`src/rtl/core/pxsd_pkg.sv`:
```
package pxsd_pkg;

    // Key and checksum masks
    localparam logic [7:0] KEY_MASK = 8'hCC;
    localparam logic [7:0] SUM_MASK = 8'hAA;

    // One received word
    typedef struct packed {
        logic [7:0]  in_byte;
        logic        first_of_packet;
        logic        last_of_packet;
        logic [15:0] port;
    } t_in_word;

    // One descrambled word
    typedef struct packed {
        logic [7:0] out_byte;
        logic       out_valid;
        logic       packet_end;
        logic       checksum_ok;
    } t_out_word;

    // Fixed byte substitution
    localparam logic [7:0] SBOX_TABLE [0:255] = '{
        8'hB4, 8'h62, 8'h07, 8'hE5, 8'h9D, 8'hAF, 8'h63, 8'hDD,
        8'hE3, 8'hD0, 8'hCC, 8'hFE, 8'hDC, 8'hDB, 8'h6B, 8'h2E,
        8'h6A, 8'h40, 8'hAB, 8'h47, 8'hC9, 8'hD1, 8'h53, 8'hD5,
        8'h20, 8'h91, 8'hA5, 8'h0E, 8'h4A, 8'hDF, 8'h18, 8'h89,
        8'hFD, 8'h6F, 8'h25, 8'h12, 8'hB7, 8'h13, 8'h77, 8'h00,
        8'h65, 8'h36, 8'h6D, 8'h49, 8'hEC, 8'h57, 8'h2A, 8'hA9,
        8'h11, 8'h5F, 8'hFA, 8'h78, 8'h95, 8'hA4, 8'hBD, 8'h1E,
        8'hD9, 8'h79, 8'h44, 8'hCD, 8'hDE, 8'h81, 8'hEB, 8'h09,
        8'h3E, 8'hF6, 8'hEE, 8'hDA, 8'h7F, 8'hA3, 8'h1A, 8'hA7,
        8'h2D, 8'hA6, 8'hAD, 8'hC1, 8'h46, 8'h93, 8'hD2, 8'h1B,
        8'h9C, 8'hAA, 8'hD7, 8'h4E, 8'h4B, 8'h4D, 8'h4C, 8'hF3,
        8'hB8, 8'h34, 8'hC0, 8'hCA, 8'h88, 8'hF4, 8'h94, 8'hCB,
        8'h04, 8'h39, 8'h30, 8'h82, 8'hD6, 8'h73, 8'hB0, 8'hBF,
        8'h22, 8'h01, 8'h41, 8'h6E, 8'h48, 8'h2C, 8'hA8, 8'h75,
        8'hB1, 8'h0A, 8'hAE, 8'h9F, 8'h27, 8'h80, 8'h10, 8'hCE,
        8'hF0, 8'h29, 8'h28, 8'h85, 8'h0D, 8'h05, 8'hF7, 8'h35,
        8'hBB, 8'hBC, 8'h15, 8'h06, 8'hF5, 8'h60, 8'h71, 8'h03,
        8'h1F, 8'hEA, 8'h5A, 8'h33, 8'h92, 8'h8D, 8'hE7, 8'h90,
        8'h5B, 8'hE9, 8'hCF, 8'h9E, 8'hD3, 8'h5D, 8'hED, 8'h31,
        8'h1C, 8'h0B, 8'h52, 8'h16, 8'h51, 8'h0F, 8'h86, 8'hC5,
        8'h68, 8'h9B, 8'h21, 8'h0C, 8'h8B, 8'h42, 8'h87, 8'hFF,
        8'h4F, 8'hBE, 8'hC8, 8'hE8, 8'hC7, 8'hD4, 8'h7A, 8'hE0,
        8'h55, 8'h2F, 8'h8A, 8'h8E, 8'hBA, 8'h98, 8'h37, 8'hE4,
        8'hB2, 8'h38, 8'hA1, 8'hB6, 8'h32, 8'h83, 8'h3A, 8'h7B,
        8'h84, 8'h3C, 8'h61, 8'hFB, 8'h8C, 8'h14, 8'h3D, 8'h43,
        8'h3B, 8'h1D, 8'hC3, 8'hA2, 8'h96, 8'hB3, 8'hF8, 8'hC4,
        8'hF2, 8'h26, 8'h2B, 8'hD8, 8'h7C, 8'hFC, 8'h23, 8'h24,
        8'h66, 8'hEF, 8'h69, 8'h64, 8'h50, 8'h54, 8'h59, 8'hF1,
        8'hA0, 8'h74, 8'hAC, 8'hC6, 8'h7D, 8'hB5, 8'hE6, 8'hE2,
        8'hC2, 8'h7E, 8'h67, 8'h17, 8'h5E, 8'hE1, 8'hB9, 8'h3F,
        8'h6C, 8'h70, 8'h08, 8'h99, 8'h45, 8'h56, 8'h76, 8'hF9,
        8'h9A, 8'h97, 8'h19, 8'h72, 8'h5C, 8'h02, 8'h8F, 8'h58
    };

    function automatic logic [7:0] sbox_lookup(input logic [7:0] idx);
        return SBOX_TABLE[idx];
    endfunction

endpackage

```
`src/rtl/core/pxsd_in_if.sv`:
```
// Input word channel
interface pxsd_in_if import pxsd_pkg::*; ();
    logic     valid;
    logic     ready;
    t_in_word payload;

    modport source (output valid, output payload, input ready);
    modport sink (input valid, input payload, output ready);
endinterface

```
`src/rtl/core/pxsd_out_if.sv`:
```
// Result word channel
interface pxsd_out_if import pxsd_pkg::*; ();
    logic      valid;
    logic      ready;
    t_out_word payload;

    modport source (output valid, output payload, input ready);
    modport sink (input valid, input payload, output ready);
endinterface

```
`src/rtl/core/packet_xor_sbox_descrambler_unit.sv`:
```
// Packet descrambler: takes one byte word per cycle on i_word when not stalled and returns
// one result word per input word on o_word through the input and output registers;
// sustained rate is one word per clock when the output is not stalled, set by the input
// register, the combinational XOR/substitution/checksum path and the output register. The
// first word of a packet carries the expected checksum and yields a result with out_valid
// low; the key is the low byte of port XOR KEY_MASK on that word. checksum_ok is meaningful
// only with packet_end. Packets have no length limit.
module packet_xor_sbox_descrambler_unit import pxsd_pkg::*; (
    input  logic        i_clk,
    input  logic        i_rst_n,
    pxsd_in_if.sink     i_word,
    pxsd_out_if.source  o_word
);

    logic      r_s1_valid;
    t_in_word  r_s1_word;
    logic      r_out_valid;
    t_out_word r_out_word;

    logic      n_s1_valid;
    logic      n_out_valid;

    logic      w_out_ready;
    logic      w_advance;
    t_out_word w_result;

    // Handshake: output register frees up when empty or taken
    assign w_out_ready  = !r_out_valid || o_word.ready;
    assign w_advance    = r_s1_valid && w_out_ready;
    assign i_word.ready = !r_s1_valid || w_advance;

    assign o_word.valid   = r_out_valid;
    assign o_word.payload = r_out_word;

    pxsd_core u_core (
        .i_clk     (i_clk),
        .i_rst_n   (i_rst_n),
        .i_advance (w_advance),
        .i_word    (r_s1_word),
        .o_result  (w_result)
    );

    // Next occupancy of both stages
    always_comb begin
        n_s1_valid  = i_word.ready ? i_word.valid : r_s1_valid;
        n_out_valid = w_out_ready ? r_s1_valid : r_out_valid;
    end

    // Stage valids
    always_ff @(posedge i_clk) begin
        if (!i_rst_n) begin
            r_s1_valid  <= 1'b0;
            r_out_valid <= 1'b0;
        end else begin
            r_s1_valid  <= n_s1_valid;
            r_out_valid <= n_out_valid;
        end
    end

    // Payload registers
    always_ff @(posedge i_clk) begin
        if (i_word.valid && i_word.ready) begin
            r_s1_word <= i_word.payload;
        end
        if (w_advance) begin
            r_out_word <= w_result;
        end
    end

    // Checks
    a_ok_needs_end: assert property (@(posedge i_clk) disable iff (!i_rst_n)
        r_out_valid && r_out_word.checksum_ok |-> r_out_word.packet_end)
        else $error("checksum_ok without packet_end");

    a_no_byte_on_checksum: assert property (@(posedge i_clk) disable iff (!i_rst_n)
        r_out_valid && !r_out_word.out_valid |-> r_out_word.out_byte == 8'h00)
        else $error("nonzero byte on checksum word result");

    a_full_blocks_input: assert property (@(posedge i_clk) disable iff (!i_rst_n)
        r_s1_valid && r_out_valid && !o_word.ready |-> !i_word.ready)
        else $error("input accepted while both stages are full");

    a_stage_holds: assert property (@(posedge i_clk) disable iff (!i_rst_n)
        r_s1_valid && !w_advance |=> r_s1_valid && $stable(r_s1_word))
        else $error("held word lost from input register");

endmodule

```
`src/rtl/core/pxsd_core.sv`:
```
// Per-packet descramble state and the result of one word.
// State moves on only when i_advance is high.
module pxsd_core import pxsd_pkg::*; (
    input  logic      i_clk,
    input  logic      i_rst_n,
    input  logic      i_advance,
    input  t_in_word  i_word,
    output t_out_word o_result
);

    logic [7:0] r_key;
    logic       r_odd;
    logic [7:0] r_sum;
    logic [7:0] r_expected;

    logic [7:0] n_key;
    logic       n_odd;
    logic [7:0] n_sum;
    logic [7:0] n_expected;

    logic [7:0] w_mixed;
    logic [7:0] w_sub;

    // XOR with key on odd positions, then substitute
    assign w_mixed = r_odd ? (i_word.in_byte ^ r_key) : i_word.in_byte;
    assign w_sub   = sbox_lookup(w_mixed);

    // Next state and result
    always_comb begin
        if (i_word.first_of_packet) begin
            n_key      = i_word.port[7:0] ^ KEY_MASK;
            n_odd      = 1'b0;
            n_sum      = 8'h00;
            n_expected = i_word.in_byte;
            o_result.out_byte  = 8'h00;
            o_result.out_valid = 1'b0;
        end else begin
            n_key      = r_key;
            n_odd      = ~r_odd;
            n_sum      = r_sum ^ (w_sub & SUM_MASK);
            n_expected = r_expected;
            o_result.out_byte  = w_sub;
            o_result.out_valid = 1'b1;
        end
        o_result.packet_end  = i_word.last_of_packet;
        o_result.checksum_ok = i_word.last_of_packet && (n_sum == n_expected);
    end

    // State registers
    always_ff @(posedge i_clk) begin
        if (!i_rst_n) begin
            r_key      <= 8'h00;
            r_odd      <= 1'b0;
            r_sum      <= 8'h00;
            r_expected <= 8'h00;
        end else if (i_advance) begin
            r_key      <= n_key;
            r_odd      <= n_odd;
            r_sum      <= n_sum;
            r_expected <= n_expected;
        end
    end

endmodule
```
`src/flat_wrapper.sv`:
```
// flat-port wrapper written by rule: the top's interface ports become plain ports
module packet_xor_sbox_descrambler_unit_flat import pxsd_pkg::*;
  (i_clk, i_rst_n, i_word_valid, i_word_payload, i_word_ready, o_word_valid, o_word_payload, o_word_ready);
  pxsd_in_if i_word_i ();
  pxsd_out_if o_word_i ();
  input  logic i_clk;
  input  logic i_rst_n;
  input wire logic [$bits(i_word_i.valid)-1:0] i_word_valid;
  input wire logic [$bits(i_word_i.payload)-1:0] i_word_payload;
  output wire logic [$bits(i_word_i.ready)-1:0] i_word_ready;
  output wire logic [$bits(o_word_i.valid)-1:0] o_word_valid;
  output wire logic [$bits(o_word_i.payload)-1:0] o_word_payload;
  input wire logic [$bits(o_word_i.ready)-1:0] o_word_ready;
  assign i_word_i.valid = i_word_valid;
  assign i_word_i.payload = i_word_payload;
  assign i_word_ready = i_word_i.ready;
  assign o_word_valid = o_word_i.valid;
  assign o_word_payload = o_word_i.payload;
  assign o_word_i.ready = o_word_ready;
  packet_xor_sbox_descrambler_unit u_core (.i_clk(i_clk), .i_rst_n(i_rst_n), .i_word(i_word_i), .o_word(o_word_i));
endmodule
```
`config.mk`:
```
export PLATFORM = sky130hd
export DESIGN_NAME = packet_xor_sbox_descrambler_unit_flat
export DESIGN_NICKNAME = d
export VERILOG_FILES = /design/src/rtl/core/pxsd_pkg.sv /design/src/rtl/core/pxsd_in_if.sv /design/src/rtl/core/pxsd_out_if.sv /design/src/rtl/core/packet_xor_sbox_descrambler_unit.sv /design/src/rtl/core/pxsd_core.sv /design/src/flat_wrapper.sv
export SDC_FILE = /design/constraint.sdc
export NUM_CORES = 1
export LEC_CHECK = 0
export BUFFER_PORTS_ARGS = -buffer_cell sky130_fd_sc_hd__buf_2
export CORE_MARGIN = 3
export CORE_UTILIZATION = 25
export DETAILED_ROUTE_END_ITERATION = 6
export HOLD_SLACK_MARGIN = 0.05
export MAX_ROUTING_LAYER = met4
export PLACE_DENSITY_LB_ADDON = 0.15
export SYNTH_ARGS = -nofsm -noshare
export SYNTH_HDL_FRONTEND = slang
export SYNTH_HIERARCHICAL = 1
export SYNTH_SLANG_ARGS = --single-unit
```
`constraint.sdc`:
```
create_clock -name i_clk -period 6.6 [get_ports i_clk]
set_input_delay 0.66 -clock i_clk [delete_from_list [all_inputs] [get_ports i_clk]]
set_output_delay 0.66 -clock i_clk [all_outputs]
set_load 0.005 [all_outputs]
```
# Word-level counts from Yosys, hierarchy flattened
# Memory sizes are Yosys's and may differ from the RTL's.
# Cells that the tools add are included.
[op_classes]
muxes = 7
magnitude_cmp = 1
n_eq_ne = 1
bitwise_logic = 5
reduce_logical = 8
[op_table]
columns = ["operator", "n"]
rows = [
  ["2-to-1 mux 8 bit", 5],
  ["XOR 8 bit", 2],
  ["greater-or-equal comparator 9 bit (second input constant)", 1],
  ["inverter 8 -> 9 bit", 1],
  ["equality test 8 bit", 1],
  ["inverter 4 bit", 1],
  ["logical AND 1 bit", 3],
  ["logical NOT 1 bit", 2],
  ["logical OR 1 bit", 2],
  ["2-to-1 mux 1 bit", 2],
  ["AND reduction 2 bit", 1],
  ["inverter 1 bit", 1],
]
[word_totals]
word_cells = 37
ff_bits = 56
memories = 1
mem_bits_ro = 2048
output_inout_bits = 13
input_bits = 30
[mem_list]
columns = ["memory", "depth", "width", "rd", "rd_ports_with_merged_regs", "wr", "line", "rtl"]
rows = [
  ["(no name shown)", 256, 8, 1, 0, 0, "pxsd_pkg.sv:60", "return SBOX_TABLE[idx];"],
]

# Logic depth before layout (Yosys ltp)
[depth]
depth_word = 10
ltp_mapped = 17
mapped_depth_nobuf = 13

# Hierarchy
# The synthesis kept the hierarchy.
[by_module_without_submodules]
columns = ["module", "area_per_inst_um2", "n_inst", "cells_per_inst", "seq_area_each_um2"]
rows = [
  ["pxsd_core", 6322.3, 1, 953, 500.5],
  ["packet_xor_sbox_descrambler_unit", 1214.9, 1, 46, 1151.1],
]

# Least setup slack after synthesis
# No wires, ideal clock.
[synth_timing]
path_kind = "reg2reg"
from = "register u_core/r_s1_word[19] in the netlist's numbering"
to = "register u_core.r_out_word, in the netlist u_core/o_word.payload[0] (data pin)"
synth_period_minus_slack_ps = 3736
setup_slack_ps = 2864
arrival_time_ps = 3469
setup_time_ps = 267
stages_incl_launch_ff = 16
required_time_ps = 6333
n_path_buf = 5
path_cell_list = "edfxtp_1 -> buf_2 -> nand3b_1 -> nand2_1 -> clkbuf_1 -> ha_1 -> clkbuf_1 -> clkbuf_1 -> clkbuf_1 -> nand2_1 -> a31oi_1 -> a311oi_1 -> a311o_1 -> and3b_1 -> a2111oi_2 -> nor4b_2"
[synth_lines]
columns = ["item", "line", "rtl"]
rows = [
  ["from (decl)", "packet_xor_sbox_descrambler_unit.sv:16", "t_in_word r_s1_word;"],
  ["from (signal assigned)", "packet_xor_sbox_descrambler_unit.sv:63", "r_s1_word <= i_word.payload;"],
  ["to (signal assigned)", "packet_xor_sbox_descrambler_unit.sv:66", "r_out_word <= w_result;"],
  ["to (decl)", "packet_xor_sbox_descrambler_unit.sv:18", "t_out_word r_out_word;"],
]

==> out/results.ini <==
[timing]
tns_ns=0
grt_setup_unrepaired=false
slew_headroom=0.312
period_needed_ns=4.99
finalCritPeriodShare=0.756
fmax_mhz=200
slew_viol_final=0
fin_ws_ns=1.61
tightest_slew_ns=1.03
finalHoldViolCount=0
finalSetupViolations=0
skew_ns=0.00633

[power]
irDropWorstVdd_uv=102
p_total_uw=1210
powerDensity_nw_per_um2=152
leakage_uw=0.00282

[route]
ant_nets=0
route.detailed.drc=0
drt_pass1_iterations=6
drtIter0Drc=1257
viasPerCell=6.37
post_drt_wl_per_cell_um=26.3
vias=8551
drt_wl_total_mm=35.3

[clock_tree]
cts_sinks=56
cts_resized=0
clk_pin_slew_ns=0.07
postCtsSetupRepairBufs=0
cts_tree=built
clkLatencyLatePin_ns=0.31
numCtsBuffers=5
cts-hold-fix-buffers=0
cts.path.max_buffers=2
htree_levels=2
cts_root_buf=clkbuf_16

[grt]
grt_overflow_total=0
grtUsageTotal=0.226
grt_pass1_wl_mm=52.5
grt_pass1_vias=7957
grt_antenna_before_repair=0
grt_max_degree=54

[worst_setup_path]
path_class=register to register
crit_fanout=20
crit_required_ns=6.65
end_kind=register
cp-start-kind=register
cp.arrival_ns=5.04

[layout]
area_delta_synth_final_pct=9.07
regArea_um2=1410
diodes=0
fillerInstances=3180
multi_input_area_um2=5340
drive_above_1_share=0.133
finalNetCount=1007

[floorplan]
rows=61
core_region_area_um2=28200
die_area_um2=31300
initial_core_util=0.258
die_height_um=177
fp.dieW_um=177
io_pins=43

[logic_synthesis]
synthCells=991
synth_area_per_cell_um2=7.36
syn_area_um2=7300
syn_nets=1034
yosys_warnings=6

[placed_design]
place_ws_ns=1.76
hpwlAfterDp_mm=24.9
port_buffers=34
gp_congestion=0.971

[min_path]
hold_path.class=register to register

[run_status]
outcome=complete, no violations

[flow_run]
drv_cap=0

-- path summary, 6_finish.rpt --
check             cells after the start                                start  slack, ns                                  to
hold reg to reg                       0       u_core/r_s1_word[16]$_DFFE_PP_       0.48  u_core/o_word.payload[1]$_DFFE_PP_
hold / removal                        0       u_core/r_s1_word[16]$_DFFE_PP_       0.48  u_core/o_word.payload[1]$_DFFE_PP_
setup reg to reg                     13  u_core/u_core/r_key[1]$_SDFFE_PN0P_       1.61  u_core/o_word.payload[0]$_DFFE_PP_
setup / recovery                     13  u_core/u_core/r_key[1]$_SDFFE_PN0P_       1.61  u_core/o_word.payload[0]$_DFFE_PP_
-- cell type report --
class | count | share of cell area
multi-input combinational | 799 | 0.670
sequential | 56 | 0.177
timing repair buffer | 78 | 0.0629
tap | 378 | 0.0594
clock buffer | 5 | 0.0157
inverter | 24 | 0.0113
clock inverter | 3 | 0.00283
-- sequential cells by signal, summed over array words and instances, names as in the netlist --
signal / cells
u_core/o_word.payload: 11
u_core/u_core/r_odd: 1
u_core/o_word.valid: 1
u_core/u_core/r_key: 8
u_core/r_s1_valid: 1
u_core/r_s1_word: 18
u_core/u_core/r_sum: 8
u_core/u_core/r_expected: 8
-- where the power goes --
part	internal [uW]	switching, uW
Clock	142	132
Combinational	174	355
Sequential	385	22.7
-- through the flow --
stage           util  hold WS [ns]  cell area, um^2  std cells
6_report       0.282         0.480             7960       1343
5_1_grt        0.282         0.491             7960       1343
4_1_cts        0.282         0.481             7960       1343
3_5_place_dp   0.277         0.464             7810       1335
3_3_place_gp   0.277         0.458             7810       1335
2_1_floorplan      -         0.444             7300        991
-- metal layers --
layer  global-route usage  share of wire  wire (um)  vias to the layer above
met5                    -              0          0                        -
met4               0.0946          0.048       1700                        0
met3               0.0408          0.092       3260                      112
met2                0.328           0.43      15200                      501
met1                0.307           0.43      15200                     4154
li1                     -              -          -                     3784
-- worst max-delay path, cell delays in order, from the launching register on --
cell and delay, ns:
dfxtp_1 0.78, a21bo_2 0.28, nand2_1 0.32, inv_1 0.37, ha_1 0.68, inv_1 0.41, a21oi_1 0.24, o221a_2 0.22
a311oi_1 0.09, o2111ai_1 0.33, nand3_1 0.26, a21boi_0 0.45, o21ai_0 0.12, nor4b_2 0.17
-- cells in the final DEF, fill, tap and decap left out, types with 14 or more instances in the layout --
cell and count:
nand2_1 104, edfxtp_1 29, a211oi_1 20, nor3_1 21, nand2b_1 19, o211ai_1 24
inv_1 20, dfxtp_1 26, a31oi_1 17, buf_4 44, o31ai_1 14, buf_2 34
nand3_1 40, nor2_1 55, a21boi_0 24, a21oi_1 68, o21ai_0 68, nor2b_1 15
No activity file was read; power rests on OpenSTA's default activity.
